### src/rtl/core/gpda_pkg.sv
package gpda_pkg;

   // field widths
   localparam int POS_W     = 16;
   localparam int HEAD_W    = 15;
   localparam int RANGE_W   = 16;
   localparam int FWD_W     = 12;
   localparam int TURN_W    = 15;
   localparam int TST_W     = 14;
   localparam int CSR_W     = 16;
   localparam int CSR_IDX_W = 3;

   // CORDIC datapath
   localparam int CORDIC_STEPS_DEF = 14;
   localparam int CORDIC_STEPS_MAX = 20;
   localparam int PRESCALE         = 16;
   localparam int XW               = 36;   // x/y: 17-bit offset << 16, plus gain headroom
   localparam int ZW               = 28;   // angle, 24 fraction bits
   localparam int ATAN_W           = 27;
   localparam int HALF_PI_I        = 26353589;

   localparam logic [ATAN_W-1:0] ATAN_TAB [CORDIC_STEPS_MAX] = '{
      27'd13176795, 27'd7778716, 27'd4110060, 27'd2086331, 27'd1047214,
      27'd524117,   27'd262123,  27'd131069,  27'd65536,   27'd32768,
      27'd16384,    27'd8192,    27'd4096,    27'd2048,    27'd1024,
      27'd512,      27'd256,     27'd128,     27'd64,      27'd32
   };

   // Q3.12 constants
   localparam int PI_Q12     = 12868;
   localparam int TWO_PI_Q12 = 25736;
   localparam int SPD_CRAWL  = 410;
   localparam int SPD_CRUISE = 1638;
   localparam int SPD_TURN   = 4096;

   // register indexes
   localparam logic [CSR_IDX_W-1:0] CSR_FRONT  = 3'd0;
   localparam logic [CSR_IDX_W-1:0] CSR_LEFT   = 3'd1;
   localparam logic [CSR_IDX_W-1:0] CSR_RIGHT  = 3'd2;
   localparam logic [CSR_IDX_W-1:0] CSR_ARRIVE = 3'd3;
   localparam logic [CSR_IDX_W-1:0] CSR_TSTOP  = 3'd4;

   localparam logic [CSR_W-1:0] FRONT_RST  = 16'd128;
   localparam logic [CSR_W-1:0] LEFT_RST   = 16'd77;
   localparam logic [CSR_W-1:0] RIGHT_RST  = 16'd77;
   localparam logic [CSR_W-1:0] ARRIVE_RST = 16'd26;
   localparam logic [TST_W-1:0] TSTOP_RST  = 14'd410;

   // obstacle override decided at the input stage
   typedef struct packed {
      logic                     fwd_set;
      logic signed [FWD_W-1:0]  fwd;
      logic                     turn_set;
      logic signed [TURN_W-1:0] turn;
   } ovr_type;

   // per-beat sideband carried alongside the CORDIC
   typedef struct packed {
      logic signed [HEAD_W:0] hsum;
      logic                   dy_nz;
      logic                   far;
      ovr_type                ovr;
   } side_type;

endpackage

### src/rtl/core/gpda_cordic.sv
module gpda_cordic #(
   parameter int NSTEP  = gpda_pkg::CORDIC_STEPS_DEF,
   parameter int SIDE_W = 1
) (
   input  logic                            clock,
   input  logic                            reset,
   input  logic                            ce,
   input  logic                            in_valid,
   input  logic signed [gpda_pkg::XW-1:0]  in_x,
   input  logic signed [gpda_pkg::XW-1:0]  in_y,
   input  logic signed [gpda_pkg::ZW-1:0]  in_z,
   input  logic [SIDE_W-1:0]               in_side,
   output logic                            out_valid,
   output logic signed [gpda_pkg::ZW-1:0]  out_z,
   output logic [SIDE_W-1:0]               out_side
);
   import gpda_pkg::*;

   logic                 valid_ff [NSTEP];
   logic signed [XW-1:0] x_ff     [NSTEP];
   logic signed [XW-1:0] y_ff     [NSTEP];
   logic signed [ZW-1:0] z_ff     [NSTEP];
   logic [SIDE_W-1:0]    side_ff  [NSTEP];

   for (genvar i = 0; i < NSTEP; i++) begin : g_step
      logic                 v_prev;
      logic signed [XW-1:0] x_prev, y_prev, xs, ys, x_in, y_in;
      logic signed [ZW-1:0] z_prev, z_in, ang;
      logic [SIDE_W-1:0]    side_prev;

      if (i == 0) begin : g_first
         assign v_prev    = in_valid;
         assign x_prev    = in_x;
         assign y_prev    = in_y;
         assign z_prev    = in_z;
         assign side_prev = in_side;
      end else begin : g_next
         assign v_prev    = valid_ff[i-1];
         assign x_prev    = x_ff[i-1];
         assign y_prev    = y_ff[i-1];
         assign z_prev    = z_ff[i-1];
         assign side_prev = side_ff[i-1];
      end

      assign xs  = x_prev >>> i;
      assign ys  = y_prev >>> i;
      assign ang = signed'({1'b0, ATAN_TAB[i]});

      always_comb begin
         if (y_prev > 0) begin
            x_in = x_prev + ys;
            y_in = y_prev - xs;
            z_in = z_prev + ang;
         end else begin
            x_in = x_prev - ys;
            y_in = y_prev + xs;
            z_in = z_prev - ang;
         end
      end

      always_ff @(posedge clock) begin
         if (reset) begin
            valid_ff[i] <= 1'b0;
         end else if (ce) begin
            valid_ff[i] <= v_prev;
         end
      end

      always_ff @(posedge clock) begin
         if (ce) begin
            x_ff[i]    <= x_in;
            y_ff[i]    <= y_in;
            z_ff[i]    <= z_in;
            side_ff[i] <= side_prev;
         end
      end
   end

   assign out_valid = valid_ff[NSTEP-1];
   assign out_z     = z_ff[NSTEP-1];
   assign out_side  = side_ff[NSTEP-1];

endmodule
### config.mk
export PLATFORM = sky130hd
export DESIGN_NAME = gpda_cordic
export DESIGN_NICKNAME = d
export VERILOG_FILES = /design/src/rtl/core/gpda_pkg.sv /design/src/rtl/core/gpda_cordic.sv
export SDC_FILE = /design/constraint.sdc
export NUM_CORES = 2
export LEC_CHECK = 0
export BUFFER_PORTS_ARGS = -buffer_cell sky130_fd_sc_hd__buf_2
export CAP_MARGIN = 20
export CORE_AREA = 5 5 504 456
export DETAILED_ROUTE_END_ITERATION = 10
export DIE_AREA = 0 0 509 461
export GPL_TIMING_DRIVEN = 0
export HOLD_SLACK_MARGIN = 0.12
export MAX_ROUTING_LAYER = met4
export PLACE_DENSITY = 0.71
export SLEW_MARGIN = 20
export SYNTH_ARGS = -nofsm -noshare
export SYNTH_HDL_FRONTEND = slang
export SYNTH_SLANG_ARGS = --single-unit
### constraint.sdc
create_clock -name clock -period 18.6 [get_ports clock]
set_input_delay 3.72 -clock clock [delete_from_list [all_inputs] [get_ports clock]]
set_output_delay 3.72 -clock clock [all_outputs]
set_load 0.02 [all_outputs]
Word-level counts from Yosys, hierarchy flattened
Memories as Yosys holds them, arrays and structs flattened.
Cells that the tools add are included.
W data, S select, Z words.
{"block": "classes", "order_cmp": 14, "add_sub_neg": 83, "bitwise": 14, "n_mux": 62}
{"operator": "$mux W36", "count": 28}
{"operator": "$gt A36 B1 Y1 const B", "count": 14}
{"operator": "$mux W28", "count": 14}
{"operator": "$add A36 B23 Y36", "count": 2}
{"operator": "$add A36 B24 Y36", "count": 2}
{"operator": "$add A36 B25 Y36", "count": 2}
{"operator": "$add A36 B26 Y36", "count": 2}
{"operator": "$add A36 B27 Y36", "count": 2}
{"operator": "$add A36 B28 Y36", "count": 2}
{"operator": "$add A36 B29 Y36", "count": 2}
{"operator": "$add A36 B30 Y36", "count": 2}
{"operator": "$add A36 B31 Y36", "count": 2}
{"operator": "$add A36 B32 Y36", "count": 2}
{"operator": "$add A36 B33 Y36", "count": 2}
{"operator": "$add A36 B34 Y36", "count": 2}
{"operator": "$add A36 B35 Y36", "count": 2}
{"operator": "$sub A36 B23 Y36", "count": 2}
{"operator": "$sub A36 B24 Y36", "count": 2}
{"operator": "$sub A36 B25 Y36", "count": 2}
{"operator": "$sub A36 B26 Y36", "count": 2}
{"operator": "$sub A36 B27 Y36", "count": 2}
{"operator": "$sub A36 B28 Y36", "count": 2}
{"operator": "$sub A36 B29 Y36", "count": 2}
{"operator": "$sub A36 B30 Y36", "count": 2}
{"operator": "other kinds (35)", "count": 75}
{"block": "totals", "wordCells": 178, "memories": 5, "output_inout_bits": 30, "regBits": 0, "ram_bits": 1428}
{"name": "x_ff", "words": 14, "width": 36, "rd": 13, "rd_ports_with_merged_regs": 0, "write_ports": 14, "line_no": "gpda_cordic.sv:20", "rtl": "logic signed [XW-1:0] x_ff [NSTEP];"}
{"name": "y_ff", "words": 14, "width": 36, "rd": 13, "rd_ports_with_merged_regs": 0, "write_ports": 14, "line_no": "gpda_cordic.sv:21", "rtl": "logic signed [XW-1:0] y_ff [NSTEP];"}
{"name": "z_ff", "words": 14, "width": 28, "rd": 14, "rd_ports_with_merged_regs": 0, "write_ports": 14, "line_no": "gpda_cordic.sv:22", "rtl": "logic signed [ZW-1:0] z_ff [NSTEP];"}
{"name": "side_ff", "words": 14, "width": 1, "rd": 14, "rd_ports_with_merged_regs": 0, "write_ports": 14, "line_no": "gpda_cordic.sv:23", "rtl": "logic [SIDE_W-1:0] side_ff [NSTEP];"}
{"name": "valid_ff", "words": 14, "width": 1, "rd": 14, "rd_ports_with_merged_regs": 0, "write_ports": 14, "line_no": "gpda_cordic.sv:19", "rtl": "logic valid_ff [NSTEP];"}

Longest topological paths before layout
{"block": "logic_depth", "depth_word": 4, "ltp_mapped": 25, "mapped_depth_nobuf": 22}

Least setup slack after synthesis
OpenSTA, ideal clock, no wires.
{"block": "synth_path", "path_type": "input port to flip-flop", "from": "in in_y[12] (netlist bit)", "to": "mem z_ff[0][21], data pin", "arrival_time_ns": 7.384, "path_stages": 18, "required_ns": 18.340, "path_slack_ns": 10.956, "setup_ns": 0.260, "path_buffers": 3, "cell_sequence": "nor4_1 nand4_1 nor2_1 a41o_1 clkbuf_1 clkbuf_1 ha_1 clkbuf_1 nand4_1 nor2_1 a41oi_1 nand3_1 o2111ai_1 a31oi_1 o311ai_0 nand2_1 a31oi_1 xnor2_1"}
{"item": "from (decl)", "line_no": "gpda_cordic.sv:10", "rtl": "input logic signed [gpda_pkg::XW-1:0] in_y,"}
{"item": "to (decl)", "line_no": "gpda_cordic.sv:22"}

==> results.ini <==
[floorplanning]
core_area_um2 = 224000
row_count = 165
dieArea_um2 = 235000
die_w_um = 509
io_pins = 135
die_h_um = 461
start_util_pct = 49.8

[finish]
fillers = 19900
layout-drive-gt1-share_pct = 4.54
syn2layout_area_growth_pct = 9.17
nets = 13300

[synth]
synth-main-ff-cell = edfxtp_1
synth_cells = 11600
synth.distinct_cells = 89
synth_top_area_share_pct = 35.2
syn_nets = 13000
yosys-top-cells-area = edfxtp_1 35%, ha_1 14%, xnor2_1 8.7%
syn_area_per_cell_um2 = 9.56
yosysSeqAreaShare_pct = 35.2
ys_ff_latch = 1307
synth_warnings = 0
synth_edf_count = 1307
postSynth.asyncResetShare_pct = 0
synth_area_leader_cell = edfxtp_1
syn_area_um2 = 111000

[place]
dp_slack_ps = 9270
io_buffers = 134
hpwl_mm = 244
routabilityCongestion = 0.975

[sta]
finalCritPeriodShare_pct = 48.3
rsz0062_at_grt = false
skew_ps = 79.5
hold_viol_final = 0
slew-limit-headroom_pct = 24.3
worst_slack_ps = 9620
tightest_slew_ps = 1120
min_period_ps = 8980
setup_violations = 0
clock.fmax_mhz = 111
slew_viol_final = 0

[global_routing]
grt_pass1_wl_mm = 483
gr-total-overflow = 0
grt_pass1_vias = 87800
grt_max_degree = 153
track_usage_pct = 26.1
antenna_found_initial = 2

[detailed_routing]
drc = 0
vias_per_cell = 6.07
drt-initial-drc-count = 8009
vias = 91600
wl_mm = 306
drtAntennaViolNets = 0
dr.pass1.iters = 5
wl_per_cell_um = 20.3

[worst_setup_path]
arrival_ps = 9520
cp_max_fo = 20
startpoint_type = flop
crit_type = flop to flop
endpoint_kind = flop
worstPathRequired_ps = 19150

[clock_tree]
ctsHoldBuffers = 0
cts_inserted_buffers = 149
cts_buffer_depth = 3
cts.clk_slew.worst_paths_ps = 60
clk_latency_ps = 840
htree_levels = 4
post_cts.repair.setup_buffers = 0
cts_tree = yes
cts_sinks = 1307
root_buffer = clkbuf_16
cts_resized = 0

[outcome]
outcome = finished clean

[run]
drv_cap = 0

[hold_path]
hp-class = flop to flop

[cell type report]
class                   count  area [µm²]  share of cell area, %
flip-flops and latches   1307       39200                   32.3
well taps                3006        3760                   3.09
clock buffers             167        3800                   3.12
repair buffers            151        1110                  0.909
clock inverters           112        1490                   1.22
diodes                      5        12.5                 0.0103
plain buffers             214         883                  0.726
inverters                 522        1960                   1.61
multi-input cells        9606       69400                   57.0
[worst max-delay path: stages, from the launching register on]
cell       delay (ps)
edfxtp_1          500
or4_1             620
nor4_2            450
nand3_1           480
nor4b_4           820
nor4b_4           860
nor2_2            360
inv_2             320
buf_2             600
nor2_1            110
xnor2_1           160
ha_1              360
o21a_1            170
o21ai_0           120
a21oi_1           410
a21oi_1           280
a2111oi_1         810
o41ai_1           280
a21boi_0          490
nor3_1            120
or3_1             380
[placed cells by master (no fill, tap or decap), types with 26 or more instances in the layout]
| cell | Yosys | layout |
|---|---|---|
| ha_1 | 1211 | 1211 |
| a2111oi_0 | 31 | 30 |
| mux2i_1 | 32 | 32 |
| and3_1 | 119 | 119 |
| a21o_1 | 499 | 499 |
| nor3_1 | 283 | 283 |
| nor2b_1 | 152 | 152 |
| clkbuf_16 | 0 | 149 |
| a211o_1 | 35 | 35 |
| nor2_1 | 813 | 812 |
| and2_1 | 66 | 66 |
| o41ai_1 | 81 | 80 |
| a21oi_1 | 1011 | 1011 |
| buf_2 | 19 | 155 |
| o211ai_1 | 62 | 62 |
| xnor2_1 | 1111 | 1111 |
| o31ai_1 | 222 | 222 |
| nand2b_1 | 161 | 161 |
| o22ai_1 | 26 | 26 |
| nand3_1 | 202 | 202 |
| a211oi_1 | 98 | 97 |
| a21boi_0 | 54 | 54 |
| inv_1 | 510 | 510 |
| a221oi_1 | 34 | 34 |
| edfxtp_1 | 1307 | 1307 |
| or3_1 | 132 | 132 |
| o21ai_0 | 709 | 709 |
| xor2_1 | 547 | 547 |
| fa_1 | 39 | 39 |
| or2_2 | 43 | 43 |
| nand2_1 | 669 | 669 |
| or4_1 | 96 | 96 |
| a31oi_1 | 108 | 108 |
| o21a_1 | 168 | 168 |
| clkinv_1 | 6 | 32 |
| clkbuf_1 | 177 | 186 |
| nor4_1 | 99 | 98 |
| nand4_1 | 98 | 98 |
| o21bai_1 | 197 | 197 |
[flip-flops by register name (all words and copies together), names as in the netlist]
register  flops
z_ff        392
x_ff        420
side_ff      14
valid_ff     14
y_ff        467
[cell usage after synthesis (all sizes together) (22+ instances only)]
| cell | n |
|---|---|
| nor2b | 152 |
| nand2b | 161 |
| a2111oi | 31 |
| nor2 | 815 |
| o41ai | 82 |
| nand2 | 670 |
| or4 | 104 |
| o22ai | 26 |
| xnor2 | 1111 |
| a211oi | 98 |
| fa | 39 |
| a211o | 35 |
| ha | 1211 |
| buf | 37 |
| clkbuf | 177 |
| a221oi | 34 |
| and2 | 67 |
| a311oi | 22 |
| o211ai | 62 |
| o2111ai | 22 |
| a31oi | 108 |
| nor4 | 104 |
| a21boi | 54 |
| a21o | 499 |
| o31ai | 222 |
| o31a | 22 |
| nand3 | 202 |
| xor2 | 547 |
| mux2i | 32 |
| a41oi | 24 |
| or2 | 44 |
| o21a | 168 |
| and3 | 119 |
| inv | 515 |
| nor3 | 283 |
| and4 | 25 |
| edfxtp | 1307 |
| o21ai | 726 |
| or3 | 132 |
| o21bai | 197 |
| nand4 | 98 |
| a21oi | 1011 |
[path summary, 6_finish.rpt]
check,from,end,slack [ps],cells after the start
setup reg to reg,y_ff[0][78],x_ff[0][143],9620,20
hold / removal,z_ff[1][0],z_ff[1][28],420,0
hold reg to reg,z_ff[1][0],z_ff[1][28],420,0
setup / recovery,y_ff[0][78],x_ff[0][143],9620,20
[cells by family after synthesis]
kind of cell	after synthesis	synth area share (%)
AOI/OAI and AO/OA	3616	21.0
xor gates and xnor gates	1658	13.0
adders and majority gates	1250	14.3
buffers and inverters	736	2.54
DFF	1307	35.2
muxes	40	0.368
and+or+nand+nor	3042	13.6
[per-layer routing]
| layer | vias up | GRT usage, % | wire length, µm |
|---|---|---|---|
| met5 | - | - | 0 |
| li1 | 44300 | - | - |
| met3 | 418 | 4.14 | 20700 |
| met1 | 44000 | 35.3 | 139000 |
| met4 | 0 | 6.30 | 7450 |
| met2 | 2875 | 41.2 | 139000 |
[metrics by stage]
| stage | area, µm² | instances | utilization, % | hold slack (ps) | TNS (ps) |
|---|---|---|---|---|---|
| after floorplan | 111000 | 11600 | - | 400 | 0 |
| after global placement | 116000 | 14800 | 51.8 | 400 | -7779390 |
| after detailed placement | 116000 | 14800 | 52.0 | 405 | 0 |
| after CTS | 122000 | 15100 | 54.3 | 414 | 0 |
| after global routing | 122000 | 15100 | 54.4 | 421 | 0 |
| final | 122000 | 15100 | 54.4 | 417 | 0 |
Power is not shown: default switching activity piles up to over one toggle a cycle in this logic, so the estimate is an artifact.
